==> src/rtl/ipv4_address_pool_allocator_macros.svh <==
// Assertion macros shared by the address pool allocator RTL.
// Included by modules that carry concurrent checks; relies on clk_i and rst_ni.
`ifndef IPV4_ADDRESS_POOL_ALLOCATOR_MACROS_SVH
`define IPV4_ADDRESS_POOL_ALLOCATOR_MACROS_SVH

// Same-cycle implication, checked on every rising edge outside reset.
`define IPAP_ASSERT_IMP(lbl, ante, cons, msg) \
  lbl: assert property (@(posedge clk_i) disable iff (!rst_ni) (ante) |-> (cons)) \
    else $error(msg);

// Next-cycle implication, checked on every rising edge outside reset.
`define IPAP_ASSERT_NXT(lbl, ante, cons, msg) \
  lbl: assert property (@(posedge clk_i) disable iff (!rst_ni) (ante) |=> (cons)) \
    else $error(msg);

`endif

==> src/rtl/ipv4ap_pkg.sv <==
// Shared types and constants of the IPv4 address pool allocator.
// No dependencies; imported by every module of the block.
`default_nettype none

package ipv4ap_pkg;

  localparam int unsigned WORD_BITS      = 32;
  localparam int unsigned BIT_IDX_W      = 5;
  localparam int unsigned DEF_POOL_SLOTS = 256;

  localparam logic [31:0] NET_RESET  = 32'h0000_0000;
  localparam logic [31:0] MASK_RESET = 32'hFFFF_FF00;

  // Register index, taken from paddr[2].
  localparam logic REG_NETWORK = 1'b0;
  localparam logic REG_MASK    = 1'b1;

  typedef enum logic [1:0] {
    STS_OK    = 2'd0,
    STS_EMPTY = 2'd1,
    STS_RANGE = 2'd2
  } status_e;

  typedef struct packed {
    logic we;
    logic re;
  } map_req_t;

endpackage

`default_nettype wire

==> src/rtl/ipv4ap_cfg.sv <==
// Configuration registers (network address, netmask) behind an APB-style port.
// Derives the first host address and the clamped slot count. Uses ipv4ap_pkg.
`default_nettype none

module ipv4ap_cfg
  import ipv4ap_pkg::*;
#(
  parameter int unsigned POOL_SLOTS = DEF_POOL_SLOTS,
  localparam int unsigned MAP_WORDS = (POOL_SLOTS + WORD_BITS - 1) / WORD_BITS,
  localparam int unsigned CW        = $clog2(MAP_WORDS * WORD_BITS + 1)
) (
  input  wire logic          clk_i,
  input  wire logic          rst_ni,
  input  wire logic          psel,
  input  wire logic          penable,
  input  wire logic          pwrite,
  input  wire logic [2:0]    paddr,
  input  wire logic [31:0]   pwdata,
  output logic      [31:0]   prdata,
  output logic               pready,
  output logic      [31:0]   base_o,
  output logic      [CW-1:0] slot_count_o
);

  logic [31:0] net_q;
  logic [31:0] mask_q;
  logic [31:0] host_bits;
  logic        wr_en;

  assign pready = 1'b1;
  assign wr_en  = psel & penable & pwrite;

  always_ff @(posedge clk_i or negedge rst_ni) begin
    if (!rst_ni) begin
      net_q  <= NET_RESET;
      mask_q <= MASK_RESET;
    end else if (wr_en) begin
      case (paddr[2])
        REG_NETWORK: net_q  <= pwdata;
        REG_MASK:    mask_q <= pwdata;
        default:     ;
      endcase
    end
  end

  always_comb begin
    case (paddr[2])
      REG_NETWORK: prdata = net_q;
      REG_MASK:    prdata = mask_q;
      default:     prdata = '0;
    endcase
  end

  assign host_bits = ~mask_q;
  assign base_o    = (net_q & mask_q) + 32'd1;

  // A /31 or /32 has no usable host; larger subnets are clamped to POOL_SLOTS.
  always_comb begin
    if (host_bits < 32'd2) begin
      slot_count_o = '0;
    end else if (host_bits > 32'(POOL_SLOTS) + 32'd1) begin
      slot_count_o = CW'(POOL_SLOTS);
    end else begin
      slot_count_o = CW'(host_bits - 32'd1);
    end
  end

endmodule

`default_nettype wire

==> src/rtl/ipv4ap_map_mem.sv <==
// In-use bitmap storage: one synchronous word-wide RAM, one write and one read port.
// Read data is registered. Uses ipv4ap_pkg.
`default_nettype none

module ipv4ap_map_mem
  import ipv4ap_pkg::*;
#(
  parameter int unsigned DEPTH = 8,
  parameter int unsigned AW    = 3
) (
  input  wire logic                 clk_i,
  input  wire map_req_t             req_i,
  input  wire logic [AW-1:0]        waddr_i,
  input  wire logic [WORD_BITS-1:0] wdata_i,
  input  wire logic [AW-1:0]        raddr_i,
  output logic      [WORD_BITS-1:0] rdata_o
);

  logic [WORD_BITS-1:0] mem_q [DEPTH];
  logic [WORD_BITS-1:0] rdata_q;

  always_ff @(posedge clk_i) begin
    if (req_i.we) begin
      mem_q[waddr_i] <= wdata_i;
    end
    if (req_i.re) begin
      rdata_q <= mem_q[raddr_i];
    end
  end

  assign rdata_o = rdata_q;

endmodule

`default_nettype wire

==> src/rtl/ipv4ap_ctrl.sv <==
// Sequencer of the allocator: clearing pass, word-wise first-fit scan, release
// read-modify-write and the output register. Uses ipv4ap_pkg and the macro header.
`default_nettype none
`include "ipv4_address_pool_allocator_macros.svh"

module ipv4ap_ctrl
  import ipv4ap_pkg::*;
#(
  parameter int unsigned POOL_SLOTS = DEF_POOL_SLOTS,
  localparam int unsigned MAP_WORDS = (POOL_SLOTS + WORD_BITS - 1) / WORD_BITS,
  localparam int unsigned AW        = (MAP_WORDS > 1) ? $clog2(MAP_WORDS) : 1,
  localparam int unsigned CW        = $clog2(MAP_WORDS * WORD_BITS + 1),
  localparam int unsigned SW        = AW + BIT_IDX_W
) (
  input  wire logic                 clk_i,
  input  wire logic                 rst_ni,
  input  wire logic                 in_valid_i,
  output logic                      in_ready_o,
  input  wire logic                 in_mode_i,
  input  wire logic [31:0]          in_addr_i,
  input  wire logic [31:0]          base_i,
  input  wire logic [CW-1:0]        slot_count_i,
  output logic                      out_valid_o,
  input  wire logic                 out_ready_i,
  output status_e                   out_status_o,
  output logic      [31:0]          out_granted_o,
  output map_req_t                  mem_req_o,
  output logic      [AW-1:0]        mem_waddr_o,
  output logic      [WORD_BITS-1:0] mem_wdata_o,
  output logic      [AW-1:0]        mem_raddr_o,
  input  wire logic [WORD_BITS-1:0] mem_rdata_i
);

  typedef enum logic [5:0] {
    S_CLEAR   = 6'b000001,
    S_IDLE    = 6'b000010,
    S_SCAN    = 6'b000100,
    S_REL_CHK = 6'b001000,
    S_REL_WR  = 6'b010000,
    S_DONE    = 6'b100000
  } ctrl_state_e;

  function automatic logic [BIT_IDX_W-1:0] first_set(input logic [WORD_BITS-1:0] v);
    logic [BIT_IDX_W-1:0] idx;
    idx = '0;
    for (int k = WORD_BITS - 1; k >= 0; k--) begin
      if (v[k]) idx = BIT_IDX_W'(k);
    end
    return idx;
  endfunction

  ctrl_state_e state_q, state_d;
  logic [AW-1:0]   clr_q, clr_d;
  logic [AW-1:0]   word_q, word_d;
  logic [SW-1:0]   slot_q, slot_d;
  status_e         status_q, status_d;
  logic            mode_q;
  logic [31:0]     addr_q;
  logic [31:0]     base_q;
  logic [CW-1:0]   cnt_q;
  logic            out_valid_q, out_valid_d;
  status_e         out_status_q, out_status_d;
  logic [31:0]     out_granted_q, out_granted_d;

  logic                  accept;
  logic                  out_free;
  logic [CW-6:0]         word_ext;
  logic [CW-6:0]         word_hi;
  logic [CW-1:0]         next_start;
  logic                  last_word;
  logic [WORD_BITS-1:0]  valid_mask;
  logic [WORD_BITS-1:0]  free_vec;
  logic                  hit;
  logic [BIT_IDX_W-1:0]  hit_bit;
  logic [31:0]           rel_off;
  logic                  rel_in_range;

  assign in_ready_o = (state_q == S_IDLE);
  assign accept     = in_valid_i & in_ready_o;
  assign out_free   = ~out_valid_q | out_ready_i;

  // Slots at or above the count are treated as taken, so they never win the scan.
  assign word_ext   = (CW - 5)'(word_q);
  assign word_hi    = cnt_q[CW-1:BIT_IDX_W];
  assign next_start = {word_ext + (CW - 5)'(1), BIT_IDX_W'(0)};
  assign last_word  = (next_start >= cnt_q);

  always_comb begin
    if (word_ext < word_hi) begin
      valid_mask = '1;
    end else if (word_ext == word_hi) begin
      valid_mask = ~({WORD_BITS{1'b1}} << cnt_q[BIT_IDX_W-1:0]);
    end else begin
      valid_mask = '0;
    end
  end

  assign free_vec     = ~mem_rdata_i & valid_mask;
  assign hit          = |free_vec;
  assign hit_bit      = first_set(free_vec);
  assign rel_off      = addr_q - base_q;
  assign rel_in_range = (rel_off < 32'(cnt_q));

  always_comb begin
    state_d       = state_q;
    clr_d         = clr_q;
    word_d        = word_q;
    slot_d        = slot_q;
    status_d      = status_q;
    out_valid_d   = out_valid_q & ~out_ready_i;
    out_status_d  = out_status_q;
    out_granted_d = out_granted_q;
    mem_req_o     = '0;
    mem_waddr_o   = '0;
    mem_wdata_o   = '0;
    mem_raddr_o   = '0;

    case (state_q)
      S_CLEAR: begin
        mem_req_o.we = 1'b1;
        mem_waddr_o  = clr_q;
        clr_d        = clr_q + AW'(1);
        if (clr_q == AW'(MAP_WORDS - 1)) begin
          state_d = S_IDLE;
        end
      end
      S_IDLE: begin
        if (accept) begin
          word_d = '0;
          if (in_mode_i) begin
            state_d = S_REL_CHK;
          end else begin
            mem_req_o.re = 1'b1;
            state_d      = S_SCAN;
          end
        end
      end
      S_SCAN: begin
        if (hit) begin
          mem_req_o.we = 1'b1;
          mem_waddr_o  = word_q;
          mem_wdata_o  = mem_rdata_i | (WORD_BITS'(1) << hit_bit);
          slot_d       = {word_q, hit_bit};
          status_d     = STS_OK;
          state_d      = S_DONE;
        end else if (last_word) begin
          status_d = STS_EMPTY;
          state_d  = S_DONE;
        end else begin
          word_d       = word_q + AW'(1);
          mem_req_o.re = 1'b1;
          mem_raddr_o  = word_q + AW'(1);
        end
      end
      S_REL_CHK: begin
        if (rel_in_range) begin
          mem_req_o.re = 1'b1;
          mem_raddr_o  = rel_off[SW-1:BIT_IDX_W];
          slot_d       = rel_off[SW-1:0];
          state_d      = S_REL_WR;
        end else begin
          status_d = STS_RANGE;
          state_d  = S_DONE;
        end
      end
      S_REL_WR: begin
        mem_req_o.we = 1'b1;
        mem_waddr_o  = slot_q[SW-1:BIT_IDX_W];
        mem_wdata_o  = mem_rdata_i & ~(WORD_BITS'(1) << slot_q[BIT_IDX_W-1:0]);
        status_d     = STS_OK;
        state_d      = S_DONE;
      end
      S_DONE: begin
        if (out_free) begin
          out_valid_d  = 1'b1;
          out_status_d = status_q;
          if (status_q == STS_OK && !mode_q) begin
            out_granted_d = base_q + 32'(slot_q);
          end else begin
            out_granted_d = '0;
          end
          state_d = S_IDLE;
        end
      end
      default: begin
        state_d = S_IDLE;
      end
    endcase
  end

  always_ff @(posedge clk_i or negedge rst_ni) begin
    if (!rst_ni) begin
      state_q     <= S_CLEAR;
      clr_q       <= '0;
      out_valid_q <= 1'b0;
    end else begin
      state_q     <= state_d;
      clr_q       <= clr_d;
      out_valid_q <= out_valid_d;
    end
  end

  always_ff @(posedge clk_i) begin
    word_q        <= word_d;
    slot_q        <= slot_d;
    status_q      <= status_d;
    out_status_q  <= out_status_d;
    out_granted_q <= out_granted_d;
    if (accept) begin
      mode_q <= in_mode_i;
      addr_q <= in_addr_i;
      base_q <= base_i;
      cnt_q  <= slot_count_i;
    end
  end

  assign out_valid_o   = out_valid_q;
  assign out_status_o  = out_status_q;
  assign out_granted_o = out_granted_q;

  `IPAP_ASSERT_IMP(a_no_accept_in_clear, state_q == S_CLEAR, !in_ready_o, "item taken during clear")
  `IPAP_ASSERT_NXT(a_one_item_at_a_time, accept, !in_ready_o, "second item taken while busy")
  `IPAP_ASSERT_IMP(a_no_rw_same_word, mem_req_o.we && mem_req_o.re, mem_waddr_o != mem_raddr_o, "read and write hit one word")
  `IPAP_ASSERT_IMP(a_release_not_empty, state_q == S_DONE && mode_q, status_q != STS_EMPTY, "release reported pool empty")

endmodule

`default_nettype wire

==> src/rtl/ipv4_address_pool_allocator.sv <==
// Usage:
// Allocates and frees IPv4 host addresses of one subnet. Requests enter on the
// s_axis channel: tuser carries the mode (0 allocate, 1 release) and tdata the
// address to release. Each request yields exactly one item on m_axis: tuser is
// the status (0 ok, 1 pool empty, 2 release out of range) and tdata the granted
// address (zero unless an allocation succeeded).
// The subnet is set through the APB-style port: network address at 0x0, netmask
// at 0x4. Write it only while no request is in flight.
// An allocation scans 1 to ceil(POOL_SLOTS/32) 32-bit bitmap words (8 at the default
// size), first fit; the scan reads one word per cycle from the bitmap RAM, whose read
// data is registered. A release in range reads and rewrites its bitmap word; one out
// of range is answered with status 2 and leaves the bitmap as it is.
// One request is worked on at a time; the next can be taken as soon as the
// result has moved to the output register, which may still wait for the receiver.
// After reset the bitmap RAM is cleared one word per cycle, and s_axis_tready stays
// low during that pass. A stalled receiver holds the result in place; one more
// request is still taken and finished, and then s_axis_tready stays low until the
// output is free.
// Depends on ipv4ap_pkg, ipv4ap_cfg, ipv4ap_ctrl and ipv4ap_map_mem.
`default_nettype none

module ipv4_address_pool_allocator
  import ipv4ap_pkg::*;
#(
  parameter int unsigned POOL_SLOTS = DEF_POOL_SLOTS
) (
  input  wire logic        clk_i,
  input  wire logic        rst_ni,
  input  wire logic        s_axis_tvalid,
  output logic             s_axis_tready,
  input  wire logic [31:0] s_axis_tdata,   // [31:0] release_address
  input  wire logic        s_axis_tuser,   // [0] mode
  output logic             m_axis_tvalid,
  input  wire logic        m_axis_tready,
  output logic      [31:0] m_axis_tdata,   // [31:0] granted_address
  output logic      [1:0]  m_axis_tuser,   // [1:0] status
  input  wire logic        psel,
  input  wire logic        penable,
  input  wire logic        pwrite,
  input  wire logic [2:0]  paddr,
  input  wire logic [31:0] pwdata,
  output logic      [31:0] prdata,
  output logic             pready
);

  localparam int unsigned MAP_WORDS = (POOL_SLOTS + WORD_BITS - 1) / WORD_BITS;
  localparam int unsigned AW        = (MAP_WORDS > 1) ? $clog2(MAP_WORDS) : 1;
  localparam int unsigned CW        = $clog2(MAP_WORDS * WORD_BITS + 1);

  logic [31:0]          base;
  logic [CW-1:0]        slot_count;
  status_e              out_status;
  map_req_t             mem_req;
  logic [AW-1:0]        mem_waddr;
  logic [AW-1:0]        mem_raddr;
  logic [WORD_BITS-1:0] mem_wdata;
  logic [WORD_BITS-1:0] mem_rdata;

  ipv4ap_cfg #(
    .POOL_SLOTS (POOL_SLOTS)
  ) u_cfg (
    .clk_i        (clk_i),
    .rst_ni       (rst_ni),
    .psel         (psel),
    .penable      (penable),
    .pwrite       (pwrite),
    .paddr        (paddr),
    .pwdata       (pwdata),
    .prdata       (prdata),
    .pready       (pready),
    .base_o       (base),
    .slot_count_o (slot_count)
  );

  ipv4ap_ctrl #(
    .POOL_SLOTS (POOL_SLOTS)
  ) u_ctrl (
    .clk_i         (clk_i),
    .rst_ni        (rst_ni),
    .in_valid_i    (s_axis_tvalid),
    .in_ready_o    (s_axis_tready),
    .in_mode_i     (s_axis_tuser),
    .in_addr_i     (s_axis_tdata),
    .base_i        (base),
    .slot_count_i  (slot_count),
    .out_valid_o   (m_axis_tvalid),
    .out_ready_i   (m_axis_tready),
    .out_status_o  (out_status),
    .out_granted_o (m_axis_tdata),
    .mem_req_o     (mem_req),
    .mem_waddr_o   (mem_waddr),
    .mem_wdata_o   (mem_wdata),
    .mem_raddr_o   (mem_raddr),
    .mem_rdata_i   (mem_rdata)
  );

  ipv4ap_map_mem #(
    .DEPTH (MAP_WORDS),
    .AW    (AW)
  ) u_map_mem (
    .clk_i   (clk_i),
    .req_i   (mem_req),
    .waddr_i (mem_waddr),
    .wdata_i (mem_wdata),
    .raddr_i (mem_raddr),
    .rdata_o (mem_rdata)
  );

  assign m_axis_tuser = out_status;

endmodule

`default_nettype wire

==> config.mk <==
export PLATFORM = sky130hd
export DESIGN_NAME = ipv4_address_pool_allocator
export DESIGN_NICKNAME = d
export VERILOG_FILES = /design/src/rtl/ipv4ap_pkg.sv /design/src/rtl/ipv4ap_cfg.sv /design/src/rtl/ipv4ap_map_mem.sv /design/src/rtl/ipv4ap_ctrl.sv /design/src/rtl/ipv4_address_pool_allocator.sv
export VERILOG_INCLUDE_DIRS = /design/src /design/src/rtl
export SDC_FILE = /design/constraint.sdc
export NUM_CORES = 1
export LEC_CHECK = 0
export BUFFER_PORTS_ARGS = -buffer_cell sky130_fd_sc_hd__buf_2
export CAP_MARGIN = 5
export CORE_UTILIZATION = 55
export DETAILED_ROUTE_END_ITERATION = 10
export GPL_ROUTABILITY_DRIVEN = 1
export GPL_TIMING_DRIVEN = 0
export PLACE_DENSITY = 0.73
export SYNTH_ARGS = -nofsm -noshare
export SYNTH_HDL_FRONTEND = slang
export SYNTH_HIERARCHICAL = 1
export SYNTH_SLANG_ARGS = --single-unit
==> constraint.sdc <==
create_clock -name clk_i -period 7.8 [get_ports clk_i]
set_clock_uncertainty 0.2 [all_clocks]
set_input_delay 1.56 -clock clk_i [delete_from_list [all_inputs] [get_ports clk_i]]
set_output_delay 1.56 -clock clk_i [all_outputs]
set_load 0.01 [all_outputs]
==> impl_metrics.tcl <==
set metrics [dict create \
    outcome "finished clean" \
    postLayoutCellArea_sq_mm 0.0276 \
    tritoncts "yes" \
    total_power_mw 7.79 \
    synth.yosys.warnings 6 \
    syn_area_per_cell_sq_um 13.2 \
    cap_violations 0 \
    critPathSlowestCell "buf_1" \
    fin_hold_ws_ns 0.244 \
    drive_gt1_frac 0.224 \
    final_max_slew_viol_count 0 \
    busiest_layer "met1" \
    cp_capture_type "register" \
    die_w_microns 212 \
    cp.required_ns 7.91 \
    rows 76 \
    worstPathMaxFanout 10 \
    drt-wirelength-per-cell_microns 23.3 \
    grt_max_degree 75 \
    drt_pass1_iterations 7 \
    vdd_drop_max_v 0.000175 \
    post_synthesis_net_count 1981 \
    placedCellCount 2583 \
    drt.antenna.violating_nets 0 \
    hp-start "u_ctrl/status_q[1]$_DFFE_PP_" \
    place.port_buffers 139 \
    timing.final.hold_violations 0 \
    timing.slew.headroom 0.212 \
    die_height_microns 212 \
    destination_of_the_worst_register_to_register_timing_path "u_map_mem/rdata_o[29]$_DFFE_PP_" \
    crit_path_start_kind "register" \
    count_of_non_filler_cells_in_the_finished_layout 2674 \
    global_route.usage.met2 0.422 \
    dpl-instance-area_sq_mm 0.0261 \
    share_of_the_yosys_chip_area_belonging_to_registers 0.582 \
    p_leak_nw 9.82 \
    yosys_most_used_dff "edfxtp_1" \
    clk-insertion-delay-late_ns 0.60 \
    initial_antenna_violation_count 1 \
    vias_per_cell 6.21 \
    setup.worst_path.class "reg2reg" \
    drt_iter0_markers 1813 \
    die-area_sq_mm 0.0451 \
    place.gp.congestion 0.950 \
    clk_transition_reported_paths_ns 0.06 \
    post-route-drc-count 0 \
    clock_sink_count 483 \
    period_needed_ns 7.42 \
    synth_async_sr_flop_share 0.153 \
    yosysUniqueCellTypes 85 \
    ctsRootBufferMaster "clkbuf_16" \
    syn_inst 1844 \
    core-area_sq_mm 0.0434 \
    routed-via-count 16600 \
    globalRouteMet1Util 0.431 \
    syn2layout_area_growth_pct 13.4 \
    final_nets 2185 \
    first_global_vias 16200 \
    design.portCount 144 \
    groute.layer.met3.usage 0.0452 \
    max_freq_mhz 135 \
    dpl.hpwl_microns 45500 \
    worstPathArrival_ns 7.53 \
    final_setup_violating_endpoints 0 \
    clock_path_buffers 3 \
    final_worst_setup_slack_ns 0.380 \
    power.density_cell_area_mw_per_mm2 282 \
    ratio_of_final_minimum_period_to_clock_period 0.951 \
    final_core_utilization 0.637 \
    routed_wire_length_microns 62400 \
    rsz0062_at_grt "no" \
    critPathTopFamily "compound AO/OA/AOI/OAI gates" \
    initial_utilization 0.561 \
    numCtsBuffers 48 \
    cell_area_synth_sq_mm 0.0243 \
    path_cells "ha_1 -> inv_1 -> fa_1 -> a211oi_1 -> o21bai_1 -> a21oi_1 -> xnor2_1 -> ha_1 -> o2111ai_1 -> a21oi_1 -> a2111oi_0 -> o2111ai_1 -> nor4_1 -> nand4_1 -> nor4_1 -> or4b_1 -> buf_2 -> o22ai_1 -> buf_1 -> buf_1 -> mux2_2" \
    track_usage 0.282 \
    sink_of_the_worst_hold_path "u_ctrl/out_status_o[1]$_DFFE_PP_" \
    grt_overflow_total 0 \
    setup_total_negative_slack_ns 0 \
    r2r.worst_path.cells 21 \
    critical_path_buf_inv_count 4 \
    placement.setup.worst_slack_ns 0.349 \
    tightest_slew_ns 1.17 \
    worst_hold_path.num_cells 0 \
    first_pass_grt_wire_length_microns 94800 \
    synth.ff_latch_count 483 \
    critical-path-max-stage-delay_ns 0.65 \
    worst_hold_path_type "reg2reg" \
    clock_tree.htree_level_count 2 \
    reg2reg_slack_ns 0.38 \
    synth_enable_flop_cells 409 \
    critical_path.reg2reg.startpoint "u_ctrl/base_q[0]$_DFFE_PP_" \
]
-- worst max path at each step --
| stage | start | to | slack [ns] | cells past startpoint |
|---|---|---|---|---|
| 6_report | u_ctrl/base_q[0]$_DFFE_PP_ | u_map_mem/rdata_o[29]$_DFFE_PP_ | 0.38 | 21 |
| 5_1_grt | u_ctrl/base_q[0]$_DFFE_PP_ | u_map_mem/rdata_o[24]$_DFFE_PP_ | 0.06 | 21 |
| 4_1_cts | u_ctrl/base_q[0]$_DFFE_PP_ | u_map_mem/rdata_o[25]$_DFFE_PP_ | 0.31 | 22 |
| 3_5_place_dp | u_ctrl/base_q[0]$_DFFE_PP_ | u_map_mem/rdata_o[20]$_DFFE_PP_ | 0.35 | 22 |
| 3_3_place_gp | u_ctrl/word_q[2]$_SDFFCE_PN0P_ | u_map_mem/mem_q[0][18]$_DFFE_PP_ | -1.95 | 13 |
| 2_1_floorplan | u_ctrl/word_q[2]$_SDFFCE_PN0P_ | u_map_mem/mem_q[0][0]$_DFFE_PP_ | 1.47 | 14 |
-- Yosys cell counts (14+ instances only) --
library cell	n	area, sq um
nor3_1	48	240
inv_1	81	304
xor2_1	20	175
nand4_1	37	231
mux4_1	40	1050
buf_2	18	90.1
nand3_1	38	190
dfstp_2	25	657
a21oi_1	98	490
a21o_1	20	150
ha_1	60	751
nand2_1	113	424
nor2_1	119	447
mux2_2	130	1460
nor2b_1	14	87.6
mux4_2	24	541
and3_1	15	93.8
nor4_1	22	138
dfrtp_1	49	1230
or3_1	17	106
edfxtp_1	409	12300
clkbuf_1	40	150
o21ai_0	110	551
xnor2_1	55	482
nand2b_1	19	119
-- worst register-to-register path, stage by stage (launching register included) --
cell	delay, ns
edfxtp_1	0.48
ha_1	0.22
inv_1	0.05
fa_1	0.41
a211oi_1	0.43
o21bai_1	0.14
a21oi_1	0.20
xnor2_1	0.24
ha_1	0.33
o2111ai_1	0.11
a21oi_1	0.07
a2111oi_0	0.57
o2111ai_1	0.28
nor4_1	0.31
nand4_1	0.15
nor4_1	0.54
or4b_1	0.48
buf_2	0.18
o22ai_1	0.13
buf_1	0.52
buf_1	0.65
mux2_2	0.46
-- metal layers --
layer	routed length, microns	up-vias	part of all wire
met2	27900	690	0.45
met4	1310	0	0.021
met1	28300	8250	0.45
met5	0	-	0
met3	4890	101	0.078
li1	-	7567	-
-- layout make-up --
class                           count  area (sq um)
Sequential cell                   483         14200
Multi-Input combinational cell   1204          9570
Clock inverter                     28           244
Antenna cell                        1          2.50
Tap cell                          585           732
Fill cell                        3265         15800
Buffer                             73           362
Timing Repair Buffer              154           945
Inverter                           84           318
Clock buffer                       62          1270
-- power breakdown --
part | switching [mW] | leakage, nW | internal (mW)
clock | 0.969 | 0.735 | 1.26
combinational | 1.34 | 4.53 | 0.801
sequential | 0.242 | 4.55 | 3.17
-- state kept, by name, summed over array words and instances, names as in the netlist --
name / flops
u_ctrl/addr_q: 32
u_ctrl/word_q: 3
u_cfg/mask_q: 32
u_ctrl/out_status_o: 2
u_ctrl/cnt_q: 9
u_ctrl/out_granted_o: 32
u_ctrl/out_valid_o: 1
u_ctrl/clr_q: 3
u_ctrl/state_q: 6
u_cfg/net_q: 32
u_ctrl/mode_q: 1
u_ctrl/status_q: 2
u_map_mem/rdata_o: 32
u_map_mem/mem_q: 256
u_ctrl/base_q: 32
u_ctrl/slot_q: 8
-- cell usage in the layout, fill, tap and decap left out, drive strengths merged, types with 23 or more instances in the layout --
cell,Yosys,final
nor2,120,120
mux2,130,130
dfrtp,49,49
clkbuf,40,102
nor4,25,25
clkinv,3,23
o21ai,113,113
edfxtp,409,409
buf,33,187
nand3,38,38
nand2,113,113
inv,81,83
dfstp,25,25
ha,60,60
a21oi,98,98
mux4,64,64
xnor2,55,55
nand4,42,42
nor3,50,50
-- cell families (layout without fill, tap and decap cells) --
kind of cell,Yosys count,in the layout,share of synthesized area
xor+xnor,75,75,0.0270
other cells,1,2,0.000154
compound gates,357,357,0.0927
mux,198,198,0.127
fa+ha+maj,62,62,0.0325
simple gates,511,511,0.111
flops,483,483,0.582
buf+inv,157,401,0.0278
-- repair_timing --
| item | in CTS | in global routing |
|---|---|---|
| hold buffers | 0 | 0 |
| buffers inserted | 0 | 0 |
| setup endpoints to repair | 0 | 32 |
| gates resized for setup | 0 | 3 |
(Power assumes the default switching activity.)
